$ cat config.mk
export PLATFORM = sky130hd
export DESIGN_NAME = stun_binding_response_parser_unit
export DESIGN_NICKNAME = d
export VERILOG_FILES = /design/src/hdl/sbrp_pkg.sv /design/src/hdl/stun_binding_response_parser_unit.sv /design/src/hdl/sbrp_header.sv /design/src/hdl/sbrp_attr.sv
export SDC_FILE = /design/constraint.sdc
export NUM_CORES = 1
export LEC_CHECK = 0
export BUFFER_PORTS_ARGS = -buffer_cell sky130_fd_sc_hd__clkbuf_2
export CAP_MARGIN = 10
export CORE_MARGIN = 10
export CORE_UTILIZATION = 49
export DETAILED_ROUTE_END_ITERATION = 8
export PLACE_DENSITY = 0.81
export SYNTH_ARGS = -nofsm -noshare
export SYNTH_HDL_FRONTEND = slang
export SYNTH_SLANG_ARGS = --single-unit
$ cat constraint.sdc
create_clock -name clk -period 4.1 [get_ports clk]
set_clock_uncertainty 0.05 [all_clocks]
set_input_delay 0.615 -clock clk [delete_from_list [all_inputs] [get_ports clk]]
set_output_delay 0.615 -clock clk [all_outputs]
set_load 0.01 [all_outputs]
$ cat src/hdl/sbrp_pkg.sv
`default_nettype none

package sbrp_pkg;

  // header layout
  localparam logic [4:0]  HDR_LEN       = 5'd20;
  localparam logic [4:0]  TYPE_END      = 5'd2;
  localparam logic [4:0]  LEN_END       = 5'd4;
  localparam logic [4:0]  COOKIE_END    = 5'd8;
  localparam logic [4:0]  TXID_LAST_POS = 5'd19;

  // both message type bytes of a binding success response
  localparam logic [7:0]  MSG_TYPE_BYTE = 8'h01;
  localparam logic [31:0] COOKIE        = 32'h2112A442;
  localparam logic [15:0] COOKIE_HI     = 16'h2112;

  // attribute codes
  localparam logic [15:0] KIND_MAPPED   = 16'h0001;
  localparam logic [15:0] KIND_XOR      = 16'h0020;
  localparam logic [15:0] KIND_XOR2     = 16'h8020;
  localparam logic [7:0]  FAMILY_V4     = 8'h01;
  localparam logic [15:0] MIN_ADDR_LEN  = 16'd8;

  // configuration port
  localparam int          CFG_ADDR_W    = 4;
  localparam int          CFG_DATA_W    = 64;
  localparam logic        REG_TXID_UPPER = 1'b0;
  localparam logic        REG_TXID_LOWER = 1'b1;

  typedef enum logic [2:0] {
    ST_OK     = 3'd0,
    ST_SHORT  = 3'd1,
    ST_TYPE   = 3'd2,
    ST_COOKIE = 3'd3,
    ST_TXID   = 3'd4,
    ST_NOADDR = 3'd5
  } status_t;

  // header checker view of the current byte
  typedef struct packed {
    logic    done;
    logic    done_next;
    status_t status_next;
  } hdr_info_t;

  // attribute walker view of the current byte
  typedef struct packed {
    logic        found;
    logic [31:0] ip;
    logic [15:0] port;
  } addr_info_t;

endpackage

`default_nettype wire

$ cat src/hdl/stun_binding_response_parser_unit.sv
// STUN binding response parser: takes a received datagram one byte per transfer, with
// last_byte set on its final byte, checks the 20-byte header (type, magic cookie and the
// 96-bit transaction ID set in txid_upper at address 0 and txid_lower at address 8),
// walks the padded attributes and, on the final byte only, returns one result transfer
// with success, status, and the IPv4 address and port of the last complete MAPPED-ADDRESS
// or XOR-MAPPED-ADDRESS attribute (address and port are zero unless success). One byte is
// taken every clock while no result is held; a result passes from its last byte through
// an input register and a combinational parse step into the result register. While a
// result is held by out_stall the whole path holds. The transaction ID registers may be
// changed only between datagrams.
`default_nettype none

module stun_binding_response_parser_unit (
  input  wire logic                              clk,
  input  wire logic                              rst,
  // byte input
  input  wire logic                              in_valid,
  output logic                                   in_stall,
  input  wire logic [7:0]                        packet_byte,
  input  wire logic                              last_byte,
  // result output
  output logic                                   out_valid,
  input  wire logic                              out_stall,
  output logic                                   success,
  output logic [2:0]                             status,
  output logic [31:0]                            ip_address,
  output logic [15:0]                            mapped_port,
  // configuration
  input  wire logic                              psel,
  input  wire logic                              penable,
  input  wire logic                              pwrite,
  input  wire logic [sbrp_pkg::CFG_ADDR_W-1:0]   paddr,
  input  wire logic [sbrp_pkg::CFG_DATA_W-1:0]   pwdata,
  output logic [sbrp_pkg::CFG_DATA_W-1:0]        prdata,
  output logic                                   pready
);

  // expected transaction id
  logic [31:0] txid_upper;
  logic [63:0] txid_lower;

  // input register stage
  logic        s1_valid;
  logic [7:0]  s1_byte;
  logic        s1_last;

  // pipeline control
  logic        hold;
  logic        step;
  logic        clear;
  logic        attr_step;

  sbrp_pkg::hdr_info_t  hdr;
  sbrp_pkg::addr_info_t addr;
  sbrp_pkg::status_t    res_status;

  // ---------------------------------------------------------------------------
  // configuration port, register picked by address bit 3
  // ---------------------------------------------------------------------------
  assign pready = 1'b1;

  always_ff @(posedge clk) begin
    if (rst) begin
      txid_upper <= '0;
      txid_lower <= '0;
    end else if (psel && penable && pwrite && pready) begin
      unique case (paddr[3])
        sbrp_pkg::REG_TXID_UPPER: txid_upper <= pwdata[31:0];
        default:                  txid_lower <= pwdata;
      endcase
    end
  end

  always_comb begin
    unique case (paddr[3])
      sbrp_pkg::REG_TXID_UPPER: prdata = {32'h0, txid_upper};
      default:                  prdata = txid_lower;
    endcase
  end

  // ---------------------------------------------------------------------------
  // handshake: everything moves unless a result waits on a stalled output
  // ---------------------------------------------------------------------------
  assign hold     = out_valid && out_stall;
  assign in_stall = hold;
  assign step     = s1_valid && !hold;
  // per-datagram state returns to reset after the final byte
  assign clear    = step && s1_last;
  // bytes after the header go to the attribute walker
  assign attr_step = step && hdr.done;

  always_ff @(posedge clk) begin
    if (rst) begin
      s1_valid <= 1'b0;
    end else if (!hold) begin
      s1_valid <= in_valid;
    end
  end

  always_ff @(posedge clk) begin
    if (!hold) begin
      s1_byte <= packet_byte;
      s1_last <= last_byte;
    end
  end

  // ---------------------------------------------------------------------------
  // parse units
  // ---------------------------------------------------------------------------
  sbrp_header u_header (
    .clk        (clk),
    .rst        (rst),
    .step       (step),
    .clear      (clear),
    .data_byte  (s1_byte),
    .txid_upper (txid_upper),
    .txid_lower (txid_lower),
    .info       (hdr)
  );

  sbrp_attr u_attr (
    .clk       (clk),
    .rst       (rst),
    .step      (attr_step),
    .clear     (clear),
    .data_byte (s1_byte),
    .info      (addr)
  );

  // ---------------------------------------------------------------------------
  // result: too short first, then the first header error, then missing address
  // ---------------------------------------------------------------------------
  always_comb begin
    priority if (!hdr.done_next) begin
      res_status = sbrp_pkg::ST_SHORT;
    end else if (hdr.status_next != sbrp_pkg::ST_OK) begin
      res_status = hdr.status_next;
    end else if (!addr.found) begin
      res_status = sbrp_pkg::ST_NOADDR;
    end else begin
      res_status = sbrp_pkg::ST_OK;
    end
  end

  always_ff @(posedge clk) begin
    if (rst) begin
      out_valid <= 1'b0;
    end else if (!hold) begin
      out_valid <= clear;
    end
  end

  always_ff @(posedge clk) begin
    if (clear) begin
      success     <= (res_status == sbrp_pkg::ST_OK);
      status      <= res_status;
      ip_address  <= (res_status == sbrp_pkg::ST_OK) ? addr.ip : 32'h0;
      mapped_port <= (res_status == sbrp_pkg::ST_OK) ? addr.port : 16'h0;
    end
  end

  // ---------------------------------------------------------------------------
  // checks
  // ---------------------------------------------------------------------------
  a_success_matches_status: assert property (@(posedge clk) disable iff (rst)
    out_valid |-> (success == (status == sbrp_pkg::ST_OK)))
    else $error("success flag disagrees with status");

  a_failure_zero_address: assert property (@(posedge clk) disable iff (rst)
    (out_valid && !success) |-> (ip_address == 32'h0 && mapped_port == 16'h0))
    else $error("address given on a failed result");

  a_stall_only_on_held_result: assert property (@(posedge clk) disable iff (rst)
    in_stall |-> out_valid)
    else $error("input stalled with no result waiting");

  a_result_only_after_last: assert property (@(posedge clk) disable iff (rst)
    (!$past(rst) && $rose(out_valid)) |-> $past(s1_valid && s1_last))
    else $error("result without a final byte");

  a_reset_clears_output: assert property (@(posedge clk)
    $past(rst) |-> !out_valid)
    else $error("result valid right after reset");

endmodule

`default_nettype wire

$ cat src/hdl/sbrp_header.sv
`default_nettype none

module sbrp_header (
  input  wire logic               clk,
  input  wire logic               rst,
  input  wire logic               step,
  input  wire logic               clear,
  input  wire logic [7:0]         data_byte,
  input  wire logic [31:0]        txid_upper,
  input  wire logic [63:0]        txid_lower,
  output sbrp_pkg::hdr_info_t     info
);

  logic [4:0]        pos;
  logic [4:0]        pos_next;
  sbrp_pkg::status_t status;
  sbrp_pkg::status_t status_next;
  sbrp_pkg::status_t code;
  logic [7:0]        want;
  logic [95:0]       txid_all;
  logic [3:0]        txid_rev;
  logic [6:0]        txid_shift;

  assign txid_all   = {txid_upper, txid_lower};
  assign txid_rev   = 4'(sbrp_pkg::TXID_LAST_POS - pos);
  assign txid_shift = {txid_rev, 3'b000};

  // expected byte and the error it raises for the current position
  always_comb begin
    want = 8'h00;
    code = sbrp_pkg::ST_OK;
    if (pos < sbrp_pkg::TYPE_END) begin
      code = sbrp_pkg::ST_TYPE;
      want = sbrp_pkg::MSG_TYPE_BYTE;
    end else if (pos < sbrp_pkg::LEN_END) begin
      code = sbrp_pkg::ST_OK;
    end else if (pos < sbrp_pkg::COOKIE_END) begin
      code = sbrp_pkg::ST_COOKIE;
      want = 8'(sbrp_pkg::COOKIE >> {~pos[1:0], 3'b000});
    end else begin
      code = sbrp_pkg::ST_TXID;
      want = 8'(txid_all >> txid_shift);
    end
  end

  // first mismatch sticks
  always_comb begin
    pos_next    = pos;
    status_next = status;
    if (pos != sbrp_pkg::HDR_LEN) begin
      pos_next = pos + 5'd1;
      if (status == sbrp_pkg::ST_OK && code != sbrp_pkg::ST_OK && data_byte != want) begin
        status_next = code;
      end
    end
  end

  assign info.done        = (pos == sbrp_pkg::HDR_LEN);
  assign info.done_next   = (pos_next == sbrp_pkg::HDR_LEN);
  assign info.status_next = status_next;

  always_ff @(posedge clk) begin
    if (rst) begin
      pos    <= '0;
      status <= sbrp_pkg::ST_OK;
    end else if (clear) begin
      pos    <= '0;
      status <= sbrp_pkg::ST_OK;
    end else if (step) begin
      pos    <= pos_next;
      status <= status_next;
    end
  end

endmodule

`default_nettype wire

$ cat src/hdl/sbrp_attr.sv
`default_nettype none

module sbrp_attr (
  input  wire logic               clk,
  input  wire logic               rst,
  input  wire logic               step,
  input  wire logic               clear,
  input  wire logic [7:0]         data_byte,
  output sbrp_pkg::addr_info_t    info
);

  // control
  logic [1:0]  hdr_idx;
  logic [1:0]  hdr_idx_next;
  logic        in_value;
  logic        in_value_next;
  logic [16:0] vidx;
  logic [16:0] vidx_next;
  logic [16:0] vidx_inc;
  logic        found;
  logic        found_next;
  // payload
  logic [15:0] kind;
  logic [15:0] kind_next;
  logic [15:0] len;
  logic [15:0] len_next;
  logic [7:0]  family;
  logic [7:0]  family_next;
  logic [15:0] port;
  logic [15:0] port_next;
  logic [31:0] ip;
  logic [31:0] ip_next;
  logic [31:0] found_ip;
  logic [31:0] found_ip_next;
  logic [15:0] found_port;
  logic [15:0] found_port_next;
  logic [16:0] pad_len;
  logic        is_xor;
  logic        is_plain;

  assign pad_len  = (17'(len) + 17'd3) & 17'h1FFFC;
  assign vidx_inc = vidx + 17'd1;
  assign is_xor   = (kind == sbrp_pkg::KIND_XOR) || (kind == sbrp_pkg::KIND_XOR2);
  assign is_plain = (kind == sbrp_pkg::KIND_MAPPED);

  always_comb begin
    hdr_idx_next    = hdr_idx;
    in_value_next   = in_value;
    vidx_next       = vidx;
    found_next      = found;
    kind_next       = kind;
    len_next        = len;
    family_next     = family;
    port_next       = port;
    ip_next         = ip;
    found_ip_next   = found_ip;
    found_port_next = found_port;
    if (!in_value) begin
      // 4-byte attribute header: type then length, big endian
      unique case (hdr_idx)
        2'd0:    kind_next = {data_byte, kind[7:0]};
        2'd1:    kind_next = {kind[15:8], data_byte};
        2'd2:    len_next  = {data_byte, len[7:0]};
        default: len_next  = {len[15:8], data_byte};
      endcase
      if (hdr_idx != 2'd3) begin
        hdr_idx_next = hdr_idx + 2'd1;
      end else begin
        hdr_idx_next  = 2'd0;
        vidx_next     = '0;
        family_next   = '0;
        port_next     = '0;
        ip_next       = '0;
        // empty attribute ends with its header
        in_value_next = (len_next != 16'd0);
      end
    end else begin
      if (vidx == 17'd1) begin
        family_next = data_byte;
      end else if (vidx == 17'd2 || vidx == 17'd3) begin
        port_next = {port[7:0], data_byte};
      end else if (vidx >= 17'd4 && vidx <= 17'd7) begin
        ip_next = {ip[23:0], data_byte};
      end
      vidx_next = vidx_inc;
      // end of value plus padding
      if (vidx_inc >= pad_len) begin
        if ((is_xor || is_plain) && len >= sbrp_pkg::MIN_ADDR_LEN
            && family_next == sbrp_pkg::FAMILY_V4) begin
          found_next      = 1'b1;
          found_port_next = is_xor ? (port_next ^ sbrp_pkg::COOKIE_HI) : port_next;
          found_ip_next   = is_xor ? (ip_next ^ sbrp_pkg::COOKIE) : ip_next;
        end
        in_value_next = 1'b0;
        hdr_idx_next  = 2'd0;
        vidx_next     = '0;
      end
    end
  end

  // gated view: outside the attribute area the stored address stands
  assign info.found = step ? found_next      : found;
  assign info.ip    = step ? found_ip_next   : found_ip;
  assign info.port  = step ? found_port_next : found_port;

  always_ff @(posedge clk) begin
    if (rst) begin
      hdr_idx  <= '0;
      in_value <= 1'b0;
      vidx     <= '0;
      found    <= 1'b0;
    end else if (clear) begin
      hdr_idx  <= '0;
      in_value <= 1'b0;
      vidx     <= '0;
      found    <= 1'b0;
    end else if (step) begin
      hdr_idx  <= hdr_idx_next;
      in_value <= in_value_next;
      vidx     <= vidx_next;
      found    <= found_next;
    end
  end

  always_ff @(posedge clk) begin
    if (step) begin
      kind       <= kind_next;
      len        <= len_next;
      family     <= family_next;
      port       <= port_next;
      ip         <= ip_next;
      found_ip   <= found_ip_next;
      found_port <= found_port_next;
    end
  end

endmodule

`default_nettype wire
# Word-level counts from Yosys, hierarchy flattened
# Index checks and enable logic that the tools add are counted.
# word_totals
ram_bits	0
reg_bits	324
latch_bits	0
rom_bits	0
n_memories	0
word_cells	145
in_bits	84
# op_classes
n_reduce_logical	30
bitwise	7
n_eq_ne	16
n_div	0
magnitude_cmp	7
n_addsub	5
mux	54
shifts	2
multipliers	0
# op_table
operator	n
$mux W32	10
$mux W16	10
$shr A96 B7 Y8	1
$mux W64	1
$pmux W16 S2	2
$mux W8	7
$mux W17	3
$eq A17 B2 Y1 const B	2
$mux W30	1
$shr A30 B5 Y8 const A	1
$mux W3	8
$add A16 B2 Y17 const B	1
$add A17 B1 Y17 const B	1
$eq A17 B1 Y1 const B	1
$ge A17 B17 Y1	1
$ge A17 B3 Y1 const B	1
$le A17 B3 Y1 const B	1
$eq A16 B1 Y1 const B	1
$eq A16 B16 Y1 const B	1
$eq A16 B6 Y1 const B	1
$ge A16 B4 Y1 const B	1
$reduce_bool A16 Y1	1
$mux W14	1
$logic_and A1 B1 Y1	11
other kinds (29)	52

# Longest topological paths before layout
# Gate-level depths: netlist of run 1.
# depth
depth_word	13
ltp_mapped	19
mapped_depth_nobuf	17

# Hierarchy
# A second synthesis of run 1 with hierarchy kept.
# hier_totals
hier_cells	1554
hier_area_um2	16573.4
# by_module_without_submodules
module	cells_each	seq_area_each_um2	n_inst	area_per_inst_um2
sbrp_attr	699	4023.9	1	7581.0
stun_binding_response_parser_unit	646	3793.6	1	7150.6
sbrp_header	209	160.2	1	1841.8

# Worst setup path before layout of run 1
# Ideal clock, no wire load.
# synth_path
path_type	reg2reg
startpoint	reg u_attr.vidx[1]
endpoint	reg u_attr.vidx[10]
path_stages_with_launch	18
required_time_ns	3.946
slack_ns	-0.197
n_path_buf	2
arrival_ns	4.143
cell_sequence	dfxtp_1 ha_1 and3_1 and3_1 and3_1 clkbuf_1 nand3_1 xnor2_1 ha_1 a21o_1 a21oi_1 o22ai_1 o21bai_1 nand3_1 o41ai_1 buf_2 a41oi_1 a311oi_1
# synth_via
elab_chain_cells	4
# synth_lines
item	line	text
start, declared	sbrp_attr.sv:17	logic [16:0] vidx;
start signal, assigned	sbrp_attr.sv:120	vidx <= vidx_next;
$add A17 B1 Y17 (*)	sbrp_attr.sv:42	assign vidx_inc = vidx + 17'd1;
$ge A17 B17 Y1	sbrp_attr.sv:87	if (vidx_inc >= pad_len) begin
$mux W17 (*)	sbrp_attr.sv:87	
$mux W17 (*)	sbrp_attr.sv:58	if (!in_value) begin
# Every way passes the cells marked *; elsewhere a longest branch is shown, timed or not.
# A chain may end at the register's enable or synchronous reset.

# Worst setup path after layout of run 1
# layout_path
startpoint	reg u_attr.len[2]
endpoint	reg ip_address[23], data pin
# layout_via
elab_chain_cells	11
elab_cells_between_ends	17
cone_classes	add/sub (1); order compare (2); mux (11); reduce/logical (3)
# layout_lines
item	line	text
start, declared	sbrp_attr.sv:25	logic [15:0] len;
start signal, assigned	sbrp_attr.sv:128	len <= len_next;
parallel branches: the longest is 11 deep, another holds $add A16 B2 Y17	--	
end signal, assigned	stun_binding_response_parser_unit.sv:157	ip_address <= (res_status == sbrp_pkg::ST_OK) ? addr.ip : 32'h0;
end, declared	stun_binding_response_parser_unit.sv:26	output logic [31:0] ip_address,
# Several ways; the timed one is not identified.

==> impl_metrics.json, run 1 <==
{
  "fin_ws_ns": 0.186,
  "worst_relative_slew_slack_pct": 19.2,
  "most_used_cell_cp": "sky130_fd_sc_hd__buf_6",
  "grt_start_max_net_pins": 97,
  "holdCritPathClass": "in -> reg",
  "detail-route-antenna-nets": 0,
  "power_mw": 6.84,
  "worst_skew_pair_latency_ns": 0.52,
  "grt_pass1_wl_um": 65300,
  "outcome": "finished, final reports clean",
  "antenna_found_initial": 0,
  "clockBufferDepth": 3,
  "yosys.cell_count.top_type": "sky130_fd_sc_hd__nand2_1",
  "dominant_combinational_cell_family_by_area_after_synthesis": "simple AND/OR/NAND/NOR gates",
  "cts-root-buf": "sky130_fd_sc_hd__clkbuf_16",
  "cp_slowest_cell": "sky130_fd_sc_hd__edfxtp_1",
  "port_buffers": 198,
  "synth.mux.area_fraction_pct": 10.6,
  "peakVddDrop_uv": 301,
  "hpwlAfterDp_um": 28100,
  "hold_viol": 0,
  "floorplan.initialDensity_pct": 49.4,
  "tritoncts_clock_tree": "yes",
  "required_ns": 4.41,
  "synth_fp_nets": 1620,
  "post_synth_top_cells": "235 x sky130_fd_sc_hd__nand2_1, 175 x sky130_fd_sc_hd__dfxtp_1, 159 x sky130_fd_sc_hd__a21oi_1",
  "worstSetupPathType": "reg -> reg",
  "placed_cells_incl_taps": 2061,
  "synth_area_leader_cell": "sky130_fd_sc_hd__edfxtp_1",
  "synth_xor_xnor_area_share_pct": 2.77,
  "hold_fix_buffers_at_cts": 0,
  "crit_fanout": 8,
  "drv_slew": 0,
  "global_route_overflow": 0,
  "io-pin-count": 203,
  "core_region_area_um2": 31400,
  "synth-async-reset-ratio_pct": 0,
  "via_count": 12334,
  "drt_iter0_drc": 1050,
  "tightest_slew_ns": 1.21,
  "syn_to_final_growth_pct": 20.6,
  "ratio_of_cells_with_drive_above_1_in_the_final_layout_pct": 25.9,
  "synth_area_leaders": "sky130_fd_sc_hd__edfxtp_1 29%, sky130_fd_sc_hd__dfxtp_1 23%, sky130_fd_sc_hd__nand2_1 5.7%, sky130_fd_sc_hd__a21oi_1 5.1%, sky130_fd_sc_hd__mux2i_1 4.1%",
  "place_congestion": 0.900,
  "clk_pin_slew_worst_paths_ns": 0.06,
  "rows": 65,
  "post_drt_wl_per_cell_um": 19.8,
  "syn_area_per_cell_um2": 10.3,
  "worst_hold_slack_ns": 0.219,
  "cts.htree.levels": 2,
  "antenna-diode-count": 0,
  "cts.sinks": 324,
  "detailedRoute.firstPassIterationCount": 5,
  "fin_crit_sh_pct": 95.5,
  "final_net_count": 1828,
  "cap_violations": 0,
  "p_leak_nw": 7.01,
  "synthesis.area_um2": 15500,
  "fmax_mhz": 256,
  "worstSetupEndpointType": "register",
  "final_routed_wirelength_um": 42300,
  "synthDistinctLibCells": 75,
  "cp_cell_sequence": "o21a_1 -> and4_4 -> nand3_4 -> nor2_4 -> and4_1 -> and2_4 -> and3_4 -> xnor2_2 -> ha_1 -> or2_4 -> a21o_1 -> o21ai_2 -> a2111oi_4 -> o21ai_1 -> a41oi_4 -> buf_6 -> o221ai_4 -> buf_6 -> buf_12 -> a211oi_4",
  "pwr_density_nw_per_um2": 366,
  "fillCellCount": 2492,
  "worst_setup_path_start_kind": "register",
  "timing.critical_path.arrival_ns": 4.22,
  "synth_edf_count": 149,
  "yosys.area_share.simple_pct": 16.7,
  "total_die_area_um2": 39200,
  "synth_adder_area_share_pct": 2.50,
  "synth.top_cell.area_share_pct": 28.8,
  "die_height_um": 198,
  "post_layout_nonfiller_instances": 2142,
  "die_width_um": 198,
  "finalSetupViolCount": 0,
  "pre_cts_slack_ns": -0.131,
  "synthesis.yosys.warnings": 0,
  "grt.total_usage_pct": 20.6,
  "cts_buffers": 35,
  "via_count_of_the_first_global_routing_pass": 12403,
  "postSynth.topFlopCell": "sky130_fd_sc_hd__dfxtp_1",
  "vias_per_cell": 5.76,
  "post_synthesis_register_bit_count": 324,
  "synth_compound_area_share_pct": 12.4,
  "route.detailed.drc": 0,
  "syn-instance-count": 1505,
  "yosysSeqAreaShare_pct": 51.4,
  "layout_min_cycle_time_ns": 3.91,
  "crit_path_max_incr_delay_ns": 0.35
}
[registers in the layout (all words and copies together), names as in the netlist, 2 cells and up]
register           cells
ip_address            32
u_header.status        3
u_attr.len            16
status                 3
u_attr.hdr_idx         2
txid_upper            32
u_attr.kind           16
u_attr.vidx           17
s1_byte                8
mapped_port           16
u_attr.port           16
u_attr.found_port     16
u_header.pos           5
u_attr.family          8
u_attr.found_ip       32
txid_lower            64
u_attr.ip             32
[final timing paths]
path	startpoint	to	slack, ns	depth (start not counted)
setup reg to reg	u_attr.len[2]	ip_address[23]	0.19	20
setup / recovery	u_attr.len[2]	ip_address[23]	0.19	20
hold / removal	packet_byte[3]	s1_byte[3]	0.22	1
hold reg to reg	txid_lower[50]	txid_lower[50]	0.42	2
[power breakdown]
| group | internal (mW) | switching [mW] |
|---|---|---|
| clock network | 1.82 | 1.30 |
| logic | 0.110 | 0.164 |
| registers | 3.39 | 0.0530 |
| total | 5.32 | 1.52 |
[kinds of logic (layout without fill, tap and decap cells)]
logic type                 Yosys count  count (layout)
muxes                              133             133
other                                1               1
AOI/OAI and AO/OA                  299             299
DFF                                324             324
adders and majority gates           31              31
and+or+nand+nor                    536             536
buffers and inverters              132             367
xor gates and xnor gates            49              49
[placed cells by master, fill, tap and decap left out, types with 6 or more instances in the layout]
master and n:
sky130_fd_sc_hd__nor3_1 8, sky130_fd_sc_hd__mux2_2 48, sky130_fd_sc_hd__o21ai_0 16, sky130_fd_sc_hd__and2_1 43
sky130_fd_sc_hd__mux2i_1 64, sky130_fd_sc_hd__nor2_1 73, sky130_fd_sc_hd__dfxtp_1 172, sky130_fd_sc_hd__edfxtp_1 149
sky130_fd_sc_hd__nand2_1 235, sky130_fd_sc_hd__nand4_1 8, sky130_fd_sc_hd__xor2_1 15, sky130_fd_sc_hd__a211oi_2 24
sky130_fd_sc_hd__clkinv_2 6, sky130_fd_sc_hd__nor2b_1 77, sky130_fd_sc_hd__mux4_2 20, sky130_fd_sc_hd__and3_1 10
sky130_fd_sc_hd__nor4_1 15, sky130_fd_sc_hd__a22o_1 16, sky130_fd_sc_hd__clkbuf_16 39, sky130_fd_sc_hd__nand3_1 23
sky130_fd_sc_hd__nand2b_1 10, sky130_fd_sc_hd__inv_1 24, sky130_fd_sc_hd__xnor2_1 33, sky130_fd_sc_hd__clkbuf_1 12
sky130_fd_sc_hd__buf_4 62, sky130_fd_sc_hd__clkbuf_2 197, sky130_fd_sc_hd__a21oi_1 159, sky130_fd_sc_hd__ha_1 31
sky130_fd_sc_hd__a211oi_1 11, sky130_fd_sc_hd__a22oi_1 6, sky130_fd_sc_hd__a31oi_1 9, sky130_fd_sc_hd__a311oi_1 11
[worst max-delay path, delay by kind of cell (launching register included)]
| kind | cells | cell delay (ns) |
|---|---|---|
| AO/OA/AOI/OAI | 8 | 1.37 |
| AND/OR/NAND/NOR | 7 | 1.13 |
| buffers and inverters | 3 | 0.51 |
| flip-flops | 1 | 0.35 |
| adder cells (fa/ha/maj) | 1 | 0.30 |
| XOR/XNOR | 1 | 0.06 |
[layer usage]
layer	wire (µm)	global-route usage (%)	share of wire [%]
met5	0	0	0
met4	1360	7.97	3.2
met3	3060	4.12	7.2
met2	21200	35.7	50
met1	16700	24.7	39
[layout make-up]
type | count | area, µm² | share of cell area (%)
Clock buffer | 50 | 985 | 5.26
Multi-Input combinational cell | 1049 | 7220 | 38.6
Sequential cell | 324 | 7980 | 42.7
Timing Repair Buffer | 276 | 1780 | 9.50
Inverter | 27 | 101 | 0.542
Clock inverter | 14 | 143 | 0.762
Tap cell | 402 | 503 | 2.69
[per-stage QoR]
| step | util [%] | area, µm² | setup TNS [ns] |
|---|---|---|---|
| floorplan | - | 15500 | 0 |
| global placement | 54.6 | 17100 | 0 |
| detailed placement | 54.6 | 17100 | -2.13 |
| CTS | 58.6 | 18400 | -0.734 |
| global route | 59.6 | 18700 | -0.0732 |
| finish | 59.6 | 18700 | 0 |
[timing repair]
item,in CTS,in global routing
setup buffers,3,9
setup endpoints to repair,44,78
gates resized for setup,7,44
pin swaps,2,7
gates cloned,3,2
No activity file was read; power rests on OpenSTA's default activity.
==> run 2, diff against run 1 <==
Settings changed: ABC_AREA from default to 1.
==> impl_metrics.json, run 2 <==
{
  "outcome": "finished, violations left",
  "failing_checks": "negative setup slack",
  "via_count": 14365,
  "detail-route-antenna-nets": 0,
  "postLayoutCoreUtil_pct": 61.0,
  "fin_ws_ns": -0.225,
  "grt_pass1_wl_um": 70800,
  "postSynth.topFlopCell": "sky130_fd_sc_hd__dfxtp_1",
  "vias_per_cell": 5.38,
  "cts-root-buf": "sky130_fd_sc_hd__clkbuf_16",
  "fmax_mhz": 231,
  "regToRegStartpoint": "u_attr.len[1]",
  "place_congestion": 0.908,
  "synth-async-reset-ratio_pct": 0,
  "route.detailed.drc": 0,
  "post-route-cell-area_um2": 19200,
  "pwr_density_nw_per_um2": 372,
  "worst_hold_slack_ns": 0.208,
  "hold_fix_buffers_at_cts": 0,
  "required_ns": 4.45,
  "synth_edf_count": 149,
  "pre_cts_slack_ns": -0.432,
  "hold_viol": 0,
  "yosysSeqAreaShare_pct": 51.1,
  "registers.top_by_ff_count": "txid_lower",
  "final_routed_wirelength_um": 45700,
  "drv_slew": 0,
  "cp_slowest_cell": "sky130_fd_sc_hd__edfxtp_1",
  "worstSetupPathType": "reg -> reg",
  "fin_crit_sh_pct": 105,
  "synth.top_cell.area_share_pct": 28.7,
  "drt_iter0_drc": 1562,
  "placed_cells_incl_taps": 2588,
  "die_width_um": 199,
  "syn-instance-count": 2013,
  "syn_area_per_cell_um2": 7.76,
  "timing.critical_path.arrival_ns": 4.67,
  "timing.critical_path.buf_inv": 11,
  "cp_num_cells": 32,
  "most-common-layout-cells": "343 x sky130_fd_sc_hd__nand2_1, 342 x sky130_fd_sc_hd__inv_1, 250 x sky130_fd_sc_hd__o21ai_0",
  "crit_fanout": 33,
  "ratio_of_cells_with_drive_above_1_in_the_final_layout_pct": 20.3,
  "post_synthesis_register_bit_count": 324,
  "floorplan.initialDensity_pct": 49.6,
  "worst_setup_path_start_kind": "register",
  "antenna_found_initial": 2,
  "r2r_cells": 32,
  "fillCellCount": 2451,
  "yosys.cell_count.top_type": "sky130_fd_sc_hd__nand2_1",
  "cts_buffers": 36,
  "synthesis.yosys.warnings": 0,
  "grt_start_max_net_pins": 99,
  "p_leak_nw": 9.22,
  "syn_to_final_growth_pct": 22.9,
  "worst_relative_slew_slack_pct": 39.9,
  "global_route_overflow": 0,
  "total_die_area_um2": 39400,
  "dpl_cell_area_um2": 17300,
  "holdCritPathClass": "in -> reg",
  "finalSetupViolCount": 56,
  "most_used_cell_cp": "sky130_fd_sc_hd__inv_1",
  "rows": 65,
  "die_height_um": 199,
  "cp-startpoint": "u_attr.len[1]",
  "largest_register_ff_count": 64,
  "synth_area_leader_cell": "sky130_fd_sc_hd__edfxtp_1",
  "worstSetupEndpointType": "register",
  "tritoncts_clock_tree": "yes",
  "synthesis.area_um2": 15600,
  "layout_min_cycle_time_ns": 4.32,
  "synth_area_leaders": "sky130_fd_sc_hd__edfxtp_1 29%, sky130_fd_sc_hd__dfxtp_1 22%, sky130_fd_sc_hd__o21ai_0 8.6%, sky130_fd_sc_hd__nand2_1 8.5%, sky130_fd_sc_hd__inv_1 8.3%",
  "mostFrequentLayoutCell": "sky130_fd_sc_hd__nand2_1",
  "setup_repair_after_global_routing_missed_its_margin": "true",
  "endpoint": "ip_address[12]",
  "crit_path_max_incr_delay_ns": 0.38,
  "cap_violations": 0,
  "peakVddDrop_uv": 264,
  "cts.sinks": 324,
  "hpwlAfterDp_um": 28400,
  "post_drt_wl_per_cell_um": 17.1,
  "post_layout_nonfiller_instances": 2671,
  "port_buffers": 198,
  "io-pin-count": 203,
  "crit_reg_reg_endpoint": "ip_address[12]",
  "core_region_area_um2": 31500,
  "synth_fp_nets": 2128,
  "synthDistinctLibCells": 37,
  "critical-path-top-delay-family": "simple AND/OR/NAND/NOR gates",
  "grt.total_usage_pct": 22.1,
  "post_synth_top_cells": "352 x sky130_fd_sc_hd__nand2_1, 347 x sky130_fd_sc_hd__inv_1, 275 x sky130_fd_sc_hd__nor2_1",
  "via_count_of_the_first_global_routing_pass": 13809,
  "power_mw": 7.15,
  "r2r_setup_slack_ns": -0.22,
  "setup-tns-final_ns": -8.71,
  "final_net_count": 2355,
  "clockBufferDepth": 3,
  "worst_skew_pair_latency_ns": 0.54,
  "detailedRoute.firstPassIterationCount": 8,
  "cts.htree.levels": 2,
  "clk_pin_slew_worst_paths_ns": 0.07,
  "tightest_slew_ns": 0.900
}
==> run 2: changes by cell type in the layout (fill, tap and decap cells not counted), sizes merged, moves of 61 or more <==
cell | before | now
inv | 29 | 351
nor2 | 77 | 285
o21ai | 19 | 267
nand2 | 235 | 353
mux2i | 64 | 3
nor2b | 78 | 0
==> run 2: report_power, final <==
group / leakage [nW] / internal, mW / switching [mW]
logic: 5.87 / 0.157 / 0.331
clock network: 0.570 / 1.81 / 1.38
registers: 2.78 / 3.43 / 0.0409
total: 9.22 / 5.40 / 1.75
==> run 2: how the worst min path moves through the flow <==
stage	start	end	slack, ns	cells past startpoint
after floorplan	txid_upper[24]	txid_upper[24]	0.39	2
after global placement	u_attr.found	u_attr.found	0.40	2
after detailed placement	u_attr.found	u_attr.found	0.40	2
after CTS	last_byte	s1_last	0.20	1
after global routing	last_byte	s1_last	0.20	1
final	last_byte	s1_last	0.21	1
==> run 2: cell families after synthesis <==
kind of cell	after synthesis	synth area share, %
buffers and inverters	449	11.2
AOI/OAI and AO/OA	407	13.3
xor gates and xnor gates	28	1.57
other	1	0.0240
and+or+nand+nor	770	20.1
DFF	324	51.1
adders and majority gates	31	2.48
muxes	3	0.192
==> run 2: area by class of cell <==
| type | instances | area, µm² | area share (%) |
|---|---|---|---|
| flip-flops and latches | 324 | 7980 | 41.6 |
| clock inverters | 15 | 141 | 0.736 |
| diodes | 2 | 5.00 | 0.0261 |
| repair buffers | 287 | 1870 | 9.76 |
| inverters | 351 | 1330 | 6.91 |
| well taps | 402 | 503 | 2.62 |
| clock buffers | 50 | 1010 | 5.28 |
| multi-input cells | 1240 | 6350 | 33.1 |
==> run 2: per-layer routing <==
| layer | vias up | global-route usage, % | wire [µm] |
|---|---|---|---|
| met3 | 141 | 4.60 | 3930 |
| met4 | 0 | 9.92 | 2170 |
| met1 | 6640 | 26.5 | 17500 |
| li1 | 6866 | - | - |
| met2 | 718 | 37.4 | 22100 |
| met5 | - | 0 | 0 |
==> run 2: worst register-to-register path: cells and delay by family (launching register included) <==
| kind | cells | cell delay (ns) |
|---|---|---|
| AOI/OAI and AO/OA | 3 | 0.39 |
| adders and majority gates | 1 | 0.28 |
| buffers and inverters | 11 | 1.14 |
| DFF | 1 | 0.38 |
| and+or+nand+nor | 17 | 1.95 |
==> run 2: what timing repair did <==
item	4_1_cts	5_1_grt
resized for setup	53	91
pin swaps	13	25
setup buffers	7	4
setup endpoints to repair	99	117
gates cloned	4	3
==> run 3, diff against run 2 <==
Settings changed: CORE_ASPECT_RATIO from default to 0.9.
==> impl_metrics.json, run 3 (synthesis gave the netlist of run 2 again) <==
{
  "outcome": "finished, violations left",
  "failing_checks": "negative setup slack",
  "layout_min_cycle_time_ns": 4.74,
  "place_congestion": 0.877,
  "fillCellCount": 2240,
  "required_ns": 4.44,
  "crit_path_max_incr_delay_ns": 0.38,
  "registers.top_by_ff_count": "txid_lower",
  "tightest_slew_ns": 0.887,
  "cap_violations": 0,
  "via_count_of_the_first_global_routing_pass": 14233,
  "setup_repair_after_global_routing_missed_its_margin": "true",
  "clockBufferDepth": 3,
  "global_route_overflow": 0,
  "worst_relative_slew_slack_pct": 40.4,
  "peakVddDrop_uv": 310,
  "rows": 61,
  "worstSetupPathType": "reg -> reg",
  "io-pin-count": 203,
  "ratio_of_cells_with_drive_above_1_in_the_final_layout_pct": 25.4,
  "die_height_um": 189,
  "via_count": 15506,
  "fin_crit_sh_pct": 116,
  "hold_fix_buffers_at_cts": 0,
  "power_mw": 7.20,
  "total_die_area_um2": 39400,
  "holdCritPathClass": "in -> reg",
  "final_routed_wirelength_um": 52600,
  "drv_slew": 0,
  "cp_slowest_cell": "sky130_fd_sc_hd__nor3_1",
  "pwr_density_nw_per_um2": 353,
  "timing.critical_path.arrival_ns": 5.08,
  "crit_fanout": 7,
  "port_buffers": 198,
  "final_net_count": 2415,
  "fmax_mhz": 211,
  "floorplan.initialDensity_pct": 50.1,
  "worst_hold_slack_ns": 0.204,
  "cts.sinks": 324,
  "cts.htree.levels": 2,
  "p_leak_nw": 9.80,
  "antenna_found_initial": 0,
  "fin_ws_ns": -0.637,
  "tritoncts_clock_tree": "yes",
  "syn_to_final_growth_pct": 30.5,
  "hold_viol": 0,
  "grt_pass1_wl_um": 71100,
  "cts_buffers": 35,
  "vias_per_cell": 5.67,
  "detail-route-antenna-nets": 0,
  "hpwlAfterDp_um": 28300,
  "antenna-diode-count": 0,
  "route.detailed.drc": 0,
  "clk_pin_slew_worst_paths_ns": 0.07,
  "most-common-layout-cells": "333 x sky130_fd_sc_hd__inv_1, 323 x sky130_fd_sc_hd__nand2_1, 232 x sky130_fd_sc_hd__nor2_1",
  "cts-root-buf": "sky130_fd_sc_hd__clkbuf_16",
  "grt_start_max_net_pins": 75,
  "worstSetupEndpointType": "register",
  "largest_register_ff_count": 64,
  "grt.total_usage_pct": 21.6,
  "core_region_area_um2": 31100,
  "post_drt_wl_per_cell_um": 19.2,
  "mostFrequentLayoutCell": "sky130_fd_sc_hd__inv_1",
  "worst_skew_pair_latency_ns": 0.55,
  "detailedRoute.firstPassIterationCount": 6,
  "most_used_cell_cp": "sky130_fd_sc_hd__buf_4",
  "drt_iter0_drc": 2209,
  "finalSetupViolCount": 100,
  "worst_setup_path_start_kind": "register",
  "die_width_um": 208
}
-- run 3: repair_timing --
action,in CTS,in global routing
pin swaps,14,12
endpoints found under the setup margin,99,118
endpoints found under the hold margin,0,0
cloned,9,6
buffers inserted,32,32
gates resized for setup,105,219
-- run 3: layout make-up --
type / instances / area (µm²) / share of cell area [%]
Tap cell: 409 / 512 / 2.51
Inverter: 351 / 1330 / 6.52
Clock inverter: 17 / 173 / 0.847
Sequential cell: 324 / 7980 / 39.2
Timing Repair Buffer: 348 / 2620 / 12.8
Multi-Input combinational cell: 1240 / 6780 / 33.3
Clock buffer: 47 / 991 / 4.86
-- run 3: worst max-delay path: cells and delay by family, from the launching register on --
| kind | cells | cell delay, ns |
|---|---|---|
| AO/OA/AOI/OAI | 2 | 0.19 |
| adder cells (fa/ha/maj) | 1 | 0.30 |
| buffers and inverters | 19 | 2.20 |
| flip-flops | 1 | 0.37 |
| AND/OR/NAND/NOR | 11 | 1.46 |
-- run 3: where the power goes --
part | internal, mW | total (mW) | leakage [nW] | switching (mW)
combinational | 0.156 | 0.498 | 6.45 | 0.342
clock | 1.84 | 3.24 | 0.572 | 1.40
sequential | 3.42 | 3.46 | 2.78 | 0.0376
total | 5.42 | 7.20 | 9.80 | 1.78
-- run 3: final timing paths --
path | from | endpoint | slack [ns] | cells past startpoint
worst max-delay path | u_attr.len[3] | ip_address[20] | -0.64 | 33
worst min-delay path | packet_byte[1] | s1_byte[1] | 0.20 | 1
worst max register to register | u_attr.len[3] | ip_address[20] | -0.64 | 33
worst min register to register | u_attr.found_port[2] | u_attr.found_port[2] | 0.41 | 2
-- run 3: layer usage --
layer,GRT usage [%],wire (µm),vias up,share of wire [%]
met5,0,0,-,0
met4,8.77,2930,0,5.6
met3,4.61,5460,286,10
met2,37.4,25100,1048,48
met1,25.8,19100,7194,36
li1,-,-,6978,-
-- run 3: through the flow --
stage / std cells / setup TNS [ns] / area, µm² / util (%) / setup slack (ns)
detailed placement: 2596 / -26.44 / 17300 / 55.5 / -0.420
floorplan: 2013 / 0 / 15600 / - / 0.0925
CTS: 2701 / -8.97 / 19300 / 61.9 / -0.199
global placement: 2596 / -11.56 / 17300 / 55.5 / -0.242
finish: 2736 / -42.55 / 20400 / 65.5 / -0.637
global route: 2736 / -58.67 / 20400 / 65.5 / -0.750
